$ cat config.mk
export PLATFORM = sky130hd
export DESIGN_NAME = rmq_isqrt
export DESIGN_NICKNAME = d
export VERILOG_FILES = /design/src/rtl/core/rmq_pkg.sv /design/src/rtl/core/rmq_isqrt.sv
export SDC_FILE = /design/constraint.sdc
export NUM_CORES = 1
export LEC_CHECK = 0
export ABC_AREA = 0
export BUFFER_PORTS_ARGS = -buffer_cell sky130_fd_sc_hd__buf_2
export CAP_MARGIN = 20
export CORE_MARGIN = 5
export CORE_UTILIZATION = 30
export DETAILED_ROUTE_END_ITERATION = 10
export PLACE_DENSITY_LB_ADDON = 0.05
export SYNTH_ARGS = -nofsm -noshare
export SYNTH_HDL_FRONTEND = slang
export SYNTH_SLANG_ARGS = --single-unit
$ cat constraint.sdc
create_clock -name clk -period 7.3 [get_ports clk]
set_clock_uncertainty 0.2 [all_clocks]
set_input_delay 0.73 -clock clk [delete_from_list [all_inputs] [get_ports clk]]
set_output_delay 0.73 -clock clk [all_outputs]
set_load 0.02 [all_outputs]
$ cat src/rtl/core/rmq_pkg.sv
// Shared widths, constants and types for the matrix to quaternion pipeline.
`timescale 1ns / 1ps

package rmq_pkg;

  localparam int FRAC_BITS  = 16;
  localparam int MW         = 18;                  // matrix entry width
  localparam int CW         = 20;                  // signed component width
  localparam int RW         = 19;                  // radicand width
  localparam int MAGW       = 19;                  // component magnitude width
  localparam int SQW        = 2 * MAGW;            // squared magnitude width
  localparam int QSW        = 39;                  // sum of squares width
  localparam int NFW        = 16;                  // norm floor width
  localparam int FMW        = 2 * NFW + RW;        // floor product width
  localparam int NW         = 20;                  // root width
  localparam int SQRT_STEPS = NW;
  localparam int QW         = FRAC_BITS + 1;       // quotient width
  localparam int NUMW       = MAGW + FRAC_BITS + 1;
  localparam int DIV_LAT    = QW + 1;
  localparam int OUTW       = 18;
  localparam int FRONT      = 4;                   // stages ahead of the root
  localparam int TOTAL      = FRONT + SQRT_STEPS + DIV_LAT + 1;

  localparam logic [NFW-1:0] NORM_FLOOR_RESET = NFW'(1);
  localparam logic [OUTW-1:0] ONE_Q = OUTW'(1 << FRAC_BITS);

  typedef struct packed {
    logic [3:0] neg;
    logic       ident;
  } sgn_t;

  typedef struct packed {
    logic [3:0][MAGW-1:0] mag;
    sgn_t                 sg;
  } side_t;

endpackage

$ cat src/rtl/core/rmq_isqrt.sv
// Pipelined integer square root, one result bit per stage.
`timescale 1ns / 1ps

module rmq_isqrt (
  input  logic                     clk,
  input  logic                     en,
  input  logic [rmq_pkg::QSW-1:0]  x,
  output logic [rmq_pkg::NW-1:0]   root
);

  localparam int NW   = rmq_pkg::NW;
  localparam int XW   = 2 * NW;
  localparam int REMW = NW + 2;
  localparam int N    = rmq_pkg::SQRT_STEPS;

  logic [REMW-1:0] rem_q  [N];
  logic [NW-1:0]   root_q [N];
  logic [XW-1:0]   x_q    [N];

  for (genvar j = 0; j < N; j++) begin : g_step
    logic [REMW-1:0] src_rem;
    logic [NW-1:0]   src_root;
    logic [XW-1:0]   src_x;
    logic [REMW+1:0] remsh;
    logic [REMW+1:0] trial;
    logic            ge;

    if (j == 0) begin : g_first
      assign src_rem  = '0;
      assign src_root = '0;
      assign src_x    = XW'(x);
    end else begin : g_next
      assign src_rem  = rem_q[j-1];
      assign src_root = root_q[j-1];
      assign src_x    = x_q[j-1];
    end

    assign remsh = {src_rem, src_x[XW-1:XW-2]};
    assign trial = (REMW+2)'({src_root, 2'b01});
    assign ge    = remsh >= trial;

    always_ff @(posedge clk) begin
      if (en) begin
        rem_q[j]  <= ge ? REMW'(remsh - trial) : REMW'(remsh);
        root_q[j] <= {src_root[NW-2:0], ge};
        x_q[j]    <= src_x << 2;
      end
    end
  end

  assign root = root_q[N-1];

endmodule

* Word level (Yosys, flattened, before mapping)
Memory sizes are Yosys's and may differ from the RTL's.
Cells that the tools add are included.
Widths: inputs -> output; s select.
** Cells by class
- Add/sub/neg operators :: 20
- Order comparisons :: 20
- Mux-type cells :: 22
** Operators with widths (number)
- $ge 24x22->1 :: 19
- $mux 22 :: 20
- $sub 22x22->22 :: 19
- $mux 1 :: 2
- $sub 1x1->2 const B :: 1
- $ge 1x1->1 const B :: 1
** Storage, ports and cells
- Bits in registers :: 0
- RAM bits :: 1600
- Bits of input ports :: 41
- Output and inout port bits :: 20
- Word-level logic and storage cells :: 65
- Memories kept :: 3
** Memories
- x_q :: words 20, bits a word 38, read ports 19, clocked after Yosys merged registers in 0, wr ports 20, RTL line rmq_isqrt.sv:18 : logic [XW-1:0] x_q [N];
- rem_q :: words 20, bits a word 22, read ports 19, clocked after Yosys merged registers in 0, wr ports 20, RTL line rmq_isqrt.sv:16 : logic [REMW-1:0] rem_q [N];
- root_q :: words 20, bits a word 20, read ports 20, clocked after Yosys merged registers in 0, wr ports 20, RTL line rmq_isqrt.sv:17 : logic [NW-1:0] root_q [N];

* Depth between registers and ports, before layout
An unclocked memory read counts as a cell.
- Depth in word-level cells :: 3
- Depth in mapped cells :: 13
- Gate-level depth less buffers :: 12

* Worst setup path before layout
OpenSTA, ideal clock, no wires.
- Path kind :: flip-flop to flip-flop
- Start :: memory rem_q[16][10] in the netlist's numbering
- End :: memory rem_q[17][18] in the netlist's numbering (data pin)
- Setup time :: 271 ps
- Data arrival time :: 2777 ps
- Data required time :: 6829 ps
- Path slack :: 4052 ps
- Cell stages (with the launch flop) :: 12
- Buffers on the path :: 3
- Clock period less this slack :: 3248 ps
- Cell sequence :: edfxtp_1 > ha_1 > clkbuf_1 > a21oi_1 > o211ai_1 > a41oi_1 > a21oi_1 > or4_1 > nor2_1 > clkbuf_1 > clkbuf_1 > o21ai_0
** RTL lines (RTL line)
- start, declared :: rmq_isqrt.sv:16

==> results.cfg <==
[synthesis]
synth.distinct_cells = 79
synth_area_per_cell_um2 = 13.2
ys_ff_latch = 976
yosys-top-cells-count = edfxtp_1 (976), inv_1 (275), nor2_1 (245)
ys_seq_area_frac = 0.654
yosysMostFrequentCell = edfxtp_1
synth_area_um2 = 44800
yosysWarnings = 0
ys_async_sr_fraction = 0
syn_nets = 3665
synth_edf_count = 976
synth_largest_area_cell = edfxtp_1
netlist_instances = 3394
synth_top_area_share = 0.654
synth_ff_type = edfxtp_1
synth_area_leaders = edfxtp_1 (65%), ha_1 (6.4%), xor2_1 (2.9%)

[floorplan]
pin_count = 61
die_h_um = 397
die_w_um = 397
start_util = 0.303
row_count = 141
core_area_um2 = 148000
die-area_um2 = 157000

[clock_network]
postCtsSetupBuffers = 0
numClockSinks = 976
cts_hold_buf = 39
cts_tree = yes
clkSlewWorstSetupHoldPaths_ns = 0.06
h-tree-depth = 3
clock_path_buffers = 3
root_buffer = clkbuf_16
clkLatencyLatePin_ns = 0.74
cts_resized = 0
numCtsBuffers = 114

[sta]
setup_ws_ns = 3.47
slew_headroom = 0.253
slew_violations = 0
hold_viol = 0
finalSetupViolCount = 0
worstMarginPinSlew_ns = 1.12
max_freq_mhz = 261
rsz0062_at_grt = false
tns_ns = 0
period_needed_ns = 3.83
post-route-period-util = 0.525

[run]
maxCapViolCount = 0

[pwr]
irDropWorstVdd_uv = 188
cellPowerDensity_nw_per_um2 = 296
total_leakage_power_nw = 19.4

[worst_setup_path]
path_depth = 9
r2r_slack_ns = 3.47
critical-path-max-stage-delay_ns = 0.59
rr_endpoint = rem_q[17][6]
endpoint_kind = register
critical_path.cell_chain = ha_1 > a21oi_1 > o21ai_0 > o21ai_0 > a21oi_1 > or4_1 > nor2_2 > buf_4 > o21ai_0
crit_end = rem_q[17][6]
cp-start-kind = register
path_buf_inv = 1
cp_top_family = simple AND/OR/NAND/NOR gates
crit_fanout = 21
crit_slowest_cell = nor2_2
criticalPathCategory = register to register
r2r_cells = 9
crit_path_frequent_cell = o21ai_0
required_ns = 7.55
crit_path_start = rem_q[16][3]
crit_arrival_ns = 4.08
reg2reg_from = rem_q[16][3]

[grt]
grt_pass1_vias = 26200
grt_start_max_net_pins = 182
grt_pass1_wl_um = 146000
antenna_found_initial = 0
track_usage = 0.114
gr-total-overflow = 0

[drt]
route.antenna.remaining_nets = 0
drt_iter0_drc = 1529
via_per_inst = 4.65
avgRoutedWirePerCell_um = 16.1
vias = 26100
drt-pass1-iter-count = 5
drt_wl_total_um = 90500
drc = 0

[cells_and_area]
drive_gt1_frac = 0.0860
num-nets-final = 3847
final_core_util = 0.349
fillers = 14400
regArea_um2 = 29300
insertedDiodeCount = 0
multiInputGateArea_um2 = 14300
area_delta_synth_final_pct = 15.4

[run_status]
status = completed

[worst_hold_path]
min_delay_path_depth = 0
hold_class = register to register

[placed_design]
portBuffers = 60
place_ws_ns = 3.32
place_congestion = 0.810
dpl.hpwl_um = 63800
[worst min-delay path by stage]
| stage | end | from |
|---|---|---|
| after floorplan | x_q[10][20] | x_q[9][18] |
| after CTS | x_q[4][17] | x_q[3][15] |
| after detailed placement | x_q[10][22] | x_q[9][20] |
| after global placement | x_q[4][9] | x_q[3][7] |
| final | x_q[8][30] | x_q[7][28] |
| after global routing | x_q[1][36] | x_q[0][34] |
[power breakdown]
group	total, mW	switching (mW)	internal [mW]	leakage [nW]
clock network	5.61	2.33	3.28	1.80
logic	2.33	1.34	0.998	8.30
registers	7.38	0.394	6.98	9.35
total	15.3	4.06	11.3	19.4
[routing by layer]
layer,wire [um],vias to the layer above,track usage,share of wire
met5,0,-,0,0
met2,40700,506,0.179,0.45
met1,43500,12500,0.160,0.48
met4,2000,0,0.0348,0.022
met3,4240,139,0.0204,0.047
li1,-,12900,-,-
[area by class of cell]
cell class	count	share of cell area
sequential	976	0.567
multi-input combinational	2090	0.277
clock buffer	144	0.0573
tap	1930	0.0467
inverter	276	0.0200
timing repair buffer	118	0.0179
clock inverter	71	0.0147
[kinds of logic (layout without fill, tap and decap cells)]
logic type	Yosys count	count (layout)	share of synthesized area
buf+inv	328	609	0.0278
flops	976	976	0.654
mux	48	48	0.0120
fa+ha+maj	230	230	0.0642
compound gates	630	630	0.0860
xor+xnor	300	300	0.0588
simple gates	881	881	0.0975
other cells	1	1	0.0000836
[layout by cell type, fill, tap and decap left out, types with 18 or more instances in the layout]
cell type,n
o21a_1,41
clkinv_2,19
a21o_1,54
nor3_1,72
nor2b_1,34
ha_1,230
nand3_1,62
nand2b_1,46
or3_1,31
clkinv_1,31
nand4_1,23
clkbuf_16,114
inv_1,275
clkbuf_1,30
edfxtp_1,976
nor2_1,244
dlygate4sd3_1,39
buf_2,59
nand2_1,209
xnor2_1,148
mux2_2,40
nor4_1,44
o21ai_0,174
xor2_1,151
or4_1,26
a21oi_1,205
o211ai_1,18
[registers in the layout, summed over array words and instances (netlist names)]
signal	count
x_q	380
root_q	210
rem_q	386
[through the flow]
step / power [mW] / instance area, um^2 / instances / hold slack [ns]
2_1_floorplan: 9.02 / 44800 / 3394 / 0.200
3_3_place_gp: 9.81 / 47600 / 5350 / 0.200
3_5_place_dp: 9.83 / 47600 / 5350 / 0.205
4_1_cts: 15.6 / 51700 / 5604 / 0.205
5_1_grt: 16.2 / 51700 / 5605 / 0.214
6_report: 15.3 / 51700 / 5605 / 0.208
(Power assumes the default switching activity.)
