===== config.mk =====
export PLATFORM = sky130hd
export DESIGN_NAME = rmq_div
export DESIGN_NICKNAME = d
export VERILOG_FILES = /design/src/rtl/core/rmq_pkg.sv /design/src/rtl/core/rmq_div.sv
export SDC_FILE = /design/constraint.sdc
export NUM_CORES = 2
export LEC_CHECK = 0
export ABC_AREA = 1
export ABC_CLOCK_PERIOD_IN_PS = 2000
export BUFFER_PORTS_ARGS = -buffer_cell sky130_fd_sc_hd__buf_2
export CAP_MARGIN = 5
export CORE_MARGIN = 8
export CORE_UTILIZATION = 35
export CTS_CLUSTER_SIZE = 20
export DETAILED_ROUTE_END_ITERATION = 16
export HOLD_SLACK_MARGIN = 0.1
export PLACE_DENSITY = 0.49
export SKIP_LAST_GASP = 1
export SYNTH_ARGS = -nofsm -noshare
export SYNTH_HDL_FRONTEND = slang
export SYNTH_SLANG_ARGS = --single-unit

===== constraint.sdc =====
create_clock -name clk -period 2 [get_ports clk]
set_input_delay 0.4 -clock clk [delete_from_list [all_inputs] [get_ports clk]]
set_output_delay 0.4 -clock clk [all_outputs]
set_load 0.1 [all_outputs]

===== src/rtl/core/rmq_pkg.sv =====
// Shared widths, constants and types for the matrix to quaternion pipeline.
`timescale 1ns / 1ps

package rmq_pkg;

  localparam int FRAC_BITS  = 16;
  localparam int MW         = 18;                  // matrix entry width
  localparam int CW         = 20;                  // signed component width
  localparam int RW         = 19;                  // radicand width
  localparam int MAGW       = 19;                  // component magnitude width
  localparam int SQW        = 2 * MAGW;            // squared magnitude width
  localparam int QSW        = 39;                  // sum of squares width
  localparam int NFW        = 16;                  // norm floor width
  localparam int FMW        = 2 * NFW + RW;        // floor product width
  localparam int NW         = 20;                  // root width
  localparam int SQRT_STEPS = NW;
  localparam int QW         = FRAC_BITS + 1;       // quotient width
  localparam int NUMW       = MAGW + FRAC_BITS + 1;
  localparam int DIV_LAT    = QW + 1;
  localparam int OUTW       = 18;
  localparam int FRONT      = 4;                   // stages ahead of the root
  localparam int TOTAL      = FRONT + SQRT_STEPS + DIV_LAT + 1;

  localparam logic [NFW-1:0] NORM_FLOOR_RESET = NFW'(1);
  localparam logic [OUTW-1:0] ONE_Q = OUTW'(1 << FRAC_BITS);

  typedef struct packed {
    logic [3:0] neg;
    logic       ident;
  } sgn_t;

  typedef struct packed {
    logic [3:0][MAGW-1:0] mag;
    sgn_t                 sg;
  } side_t;

endpackage


===== src/rtl/core/rmq_div.sv =====
// Pipelined restoring divider for one rounded, normalized component.
`timescale 1ns / 1ps

module rmq_div (
  input  logic                     clk,
  input  logic                     en,
  input  logic [rmq_pkg::MAGW-1:0] mag,
  input  logic [rmq_pkg::NW-1:0]   n,
  output logic [rmq_pkg::QW-1:0]   quo
);

  localparam int NW   = rmq_pkg::NW;
  localparam int QW   = rmq_pkg::QW;
  localparam int NUMW = rmq_pkg::NUMW;

  logic [NUMW-1:0] num_p;
  logic [NW-1:0]   n_p;

  logic [NW-1:0] rem_q [QW];
  logic [QW-1:0] low_q [QW];
  logic [QW-1:0] quo_q [QW];
  logic [NW-1:0] dv_q  [QW];

  // Rounding adds half the divisor before the divide.
  always_ff @(posedge clk) begin
    if (en) begin
      num_p <= (NUMW'(mag) << rmq_pkg::FRAC_BITS) + NUMW'(n >> 1);
      n_p   <= n;
    end
  end

  for (genvar j = 0; j < QW; j++) begin : g_step
    logic [NW-1:0] src_rem;
    logic [QW-1:0] src_low;
    logic [QW-1:0] src_quo;
    logic [NW-1:0] src_dv;
    logic [NW:0]   remsh;
    logic          ge;

    if (j == 0) begin : g_first
      // The quotient stays below 2^QW, so the upper bits start below the divisor.
      assign src_rem = NW'(num_p[NUMW-1:QW]);
      assign src_low = num_p[QW-1:0];
      assign src_quo = '0;
      assign src_dv  = n_p;
    end else begin : g_next
      assign src_rem = rem_q[j-1];
      assign src_low = low_q[j-1];
      assign src_quo = quo_q[j-1];
      assign src_dv  = dv_q[j-1];
    end

    assign remsh = {src_rem, src_low[QW-1]};
    assign ge    = remsh >= {1'b0, src_dv};

    always_ff @(posedge clk) begin
      if (en) begin
        rem_q[j] <= ge ? NW'(remsh - {1'b0, src_dv}) : remsh[NW-1:0];
        low_q[j] <= src_low << 1;
        quo_q[j] <= {src_quo[QW-2:0], ge};
        dv_q[j]  <= src_dv;
      end
    end
  end

  assign quo = quo_q[QW-1];

endmodule


# Word-level counts from Yosys, hierarchy flattened
# Memories as Yosys holds them, arrays and structs flattened.
# Index checks and enable logic that the tools add are counted.
# totals
regBits,56
out_inout_bits,17
memories,4
inputBits,41
mem_bits_rw,1241
wordCells,60
# mem_list
name,words,word_bits,rd,rd_ports_with_merged_regs,wr,line_no,rtl
dv_q,17,20,16,0,17,rmq_div.sv:22,logic [NW-1:0] dv_q [QW];
rem_q,17,20,16,0,17,rmq_div.sv:19,logic [NW-1:0] rem_q [QW];
quo_q,17,17,17,0,17,rmq_div.sv:21,logic [QW-1:0] quo_q [QW];
low_q,17,16,16,0,17,rmq_div.sv:20,logic [QW-1:0] low_q [QW];
# classes
n_lt_le_gt_ge,17
n_addsub,18
mux,19
# op_table
cell,n
two-way mux 20 bit,17
subtractor 20 bit,17
greater-or-equal comparator 21 x 20 -> 1 bit,16
adder 35 x 19 -> 36 bit,1
greater-or-equal comparator 20 bit,1
two-way mux 1 bit,2

# Logic depth before layout (Yosys ltp)
# An unclocked memory read counts as a cell.
# logic_depth
ltp_word,3
depth_mapped,14
ltp_nobuf,14

# Worst setup path before layout
# Ideal clock, no wire load.
# synth_path
path_kind,flip-flop to flip-flop
from,"reg n_p[0], in the netlist g_step[0].src_dv[0]"
to,mem rem_q[0][18] (data pin)
period_less_slack_ns,2.146
path_slack_ns,-0.146
path_buffers,1
arrival_ns,1.893
required_ns,1.747
setup_time_ns,0.253
path_stages_with_launch,14
cell_sequence,edfxtp_1 ha_1 fa_1 inv_1 nand3_1 nand3_1 nand3_1 nand3_1 nand2_1 nand2_2 inv_4 buf_6 nand2_1 nand2_1
# synth_lines
item,line_no,rtl
start: declaration,rmq_div.sv:17,logic [NW-1:0] n_p;
start signal: assignment,rmq_div.sv:28,n_p <= n;
end: declaration,rmq_div.sv:19,

==> results.json <==
{
  "p_sw_frac": 0.407,
  "cts_made_buffers": 98,
  "core_mm2": 0.147,
  "grt_pass1_vias": 46699,
  "rows": 141,
  "dp_cells": 9838,
  "final_nets": 8866,
  "syn_nets": 6698,
  "clk_pin_slew_ps": 60,
  "gp_congestion": 0.928,
  "ys.flop_type": "edfxtp_1",
  "max-cap-violations": 0,
  "ant_nets": 0,
  "grt_overflow": 0,
  "slew_violations": 0,
  "finalCriticalPeriod_ps": 2240,
  "syn_inst": 6297,
  "cts_tree": "done",
  "clockBufferDepth": 3,
  "vias": 48658,
  "fmax_ghz": 0.447,
  "startpoint_type": "flip-flop",
  "p_int_mw": 73.7,
  "avgRoutedWirePerCell_um": 17.1,
  "fin_crit_sh": 1.12,
  "area_growth_pct": 57.9,
  "arrival_ps": 2700,
  "end_kind": "flip-flop",
  "io_buffers": 57,
  "grt_pass1_wl_um": 259000,
  "power.switching_mw": 50.5,
  "worst-slew-pin-transition_ps": 575,
  "clock_skew_ps": 32.4,
  "finalSetupViolCount": 335,
  "postRouteWirelength_um": 179000,
  "cp.required_ps": 2470,
  "insertion_delay_ps": 720,
  "dp_hpwl_um": 132000,
  "ys_types": 35,
  "die_w_um": 401,
  "first_iter_violations": 2888,
  "power_mw": 124,
  "leakagePower_nw": 39.3,
  "ys_seq_elements": 833,
  "root_buffer": "clkbuf_16",
  "fin_util": 0.556,
  "power_density_mw_per_mm2": 1520,
  "min_path_type": "primary input to flip-flop",
  "grt.total_usage": 0.203,
  "combPwrFrac": 0.608,
  "status": "complete, but fails checks",
  "layout-drive-gt1-share": 0.434,
  "synthArstFlopShare": 0,
  "final_cell_mix": "buf_4 (1875), nand2_1 (1855), inv_1 (867)",
  "seq_power_share": 0.239,
  "first_pass_iters": 6,
  "synth_edf_count": 833,
  "drc": 0,
  "peakVddDrop_mv": 0.865,
  "die_h_um": 401,
  "setup_slack_ps": -235,
  "placed_area_mm2": 0.0666,
  "yosysSeqAreaShare": 0.482,
  "clock_sinks": 833,
  "floorplan.initialDensity": 0.352,
  "antenna_found_initial": 2,
  "die_area_mm2": 0.161,
  "pwr-share-clk": 0.153,
  "detail_route.vias_per_cell": 4.64,
  "final_common_cell": "buf_4",
  "h-tree-depth": 3,
  "stdcell_area_mm2": 0.0819,
  "relSlewSlack": 0.612,
  "finalHoldViolCount": 0,
  "syn_area_per_cell_um2": 8.24,
  "path_max_fanout": 4,
  "ioPinCount": 58,
  "violations": "setup timing",
  "reg2reg_depth": 13,
  "dp_slack_ps": -618,
  "rsz0062_at_grt": "true",
  "finalNonFillerCells": 10477,
  "min_path_cells": 3,
  "worstSetupPathType": "flip-flop to flip-flop",
  "nFillCells": 13300,
  "synth.cell_area_mm2": 0.0519,
  "grt_max_degree": 54,
  "ys_warn_count": 0
}
## cells by family after synthesis
kind of cell / count (synthesis) / synth area share
AND/OR/NAND/NOR: 3465 / 0.277
buffers and inverters: 1141 / 0.0891
XOR/XNOR: 164 / 0.0277
adder cells (fa/ha/maj): 360 / 0.0893
flip-flops: 833 / 0.482
AO/OA/AOI/OAI: 334 / 0.0347
## worst paths after layout
check | from | to | slack [ps]
min reg2reg | quo_q[2][21]$_DFFE_PP_ | quo_q[3][5]$_DFFE_PP_ | 400
max reg2reg | rem_q[0][98]$_DFFE_PP_ | rem_q[0][115]$_DFFE_PP_ | -240
max | rem_q[0][98]$_DFFE_PP_ | rem_q[0][115]$_DFFE_PP_ | -240
min | mag[6] | num_p[22]$_DFFE_PP_ | 170
## cells in the mapped netlist (4+ instances only)
cell type	n	area share
buf_6	33	0.0072
xnor2_1	27	0.0046
ha_1	343	0.083
nor3_1	42	0.0041
nand4_1	28	0.0034
edfxtp_1	833	0.48
o21ai_0	68	0.0066
nor2_1	441	0.032
a21oi_1	218	0.021
inv_1	1069	0.077
o21a_1	14	0.0020
nand3_2	13	0.0025
nor3_2	14	0.0027
nor2_2	13	0.0016
nand3b_1	85	0.012
inv_2	9	0.00065
nand2_4	14	0.0030
inv_4	15	0.0018
a21oi_2	13	0.0022
xor2_1	137	0.023
fa_1	17	0.0066
nand2_1	2362	0.17
nand3_1	417	0.040
o21ai_1	4	0.00039
o21bai_1	14	0.0020
buf_4	15	0.0022
nand2_2	28	0.0034
## flip-flops by register name (all words and copies together) (netlist names)
| register | count |
|---|---|
| rem_q | 320 |
| num_p | 36 |
| dv_q | 320 |
| quo_q | 153 |
| g_step.src_dv | 4 |
## metal layers
metal / part of all wire / up-vias / GRT usage
met5: 0 / - / 0
met2: 0.50 / 984 / 0.363
met4: 0.040 / 0 / 0.0713
met3: 0.035 / 322 / 0.0208
li1: - / 24543 / -
met1: 0.43 / 22809 / 0.255
## timing repair
action                                  in CTS  in global routing
pin swaps                                  105                379
gates cloned                                 8                 37
setup buffers                              136                243
resized for setup                          458               1335
hold buffers                                39                  0
hold endpoints to repair                    47                  0
endpoints found under the setup margin     336                345
## power groups by stage
stage,clock network (mW),registers [mW],logic [mW]
after floorplan,0,27.3,29.9
after global placement,0,28.9,56.6
after detailed placement,0,28.9,56.9
after CTS,19.5,29.1,62.2
after global routing,20.0,30.0,82.3
final,19.0,29.7,75.6
## worst max-delay path: stages (launching register included)
cell      delay [ps]
edfxtp_1         510
ha_4             320
inv_2             40
nor2_2           120
buf_6            130
buf_6            100
nand2_4           40
nor3_2           180
nand2_2           80
nand2_4          150
buf_12           150
inv_8             50
nand2_1           50
nand2_1           60
## metrics by stage
stage / hold WS [ps] / setup TNS (ps)
final: 174 / -38820
after global placement: 400 / -76050
after floorplan: 400 / 0
after global routing: 167 / -66600
after CTS: 109 / -39160
after detailed placement: 405 / -77050
## area by class of cell
class,count,area (µm²),area share
Inverter,1093,4320,0.0527
Antenna cell,1,2.50,0.0000305
Timing Repair Buffer,2088,16900,0.206
Clock inverter,73,897,0.0109
Sequential cell,833,25000,0.305
Multi-Input combinational cell,4327,29700,0.362
Tap cell,1930,2410,0.0295
Timing Repair inverter,24,259,0.00316
Clock buffer,108,2490,0.0304
Note: power is estimated with default switching activity, not from simulation.
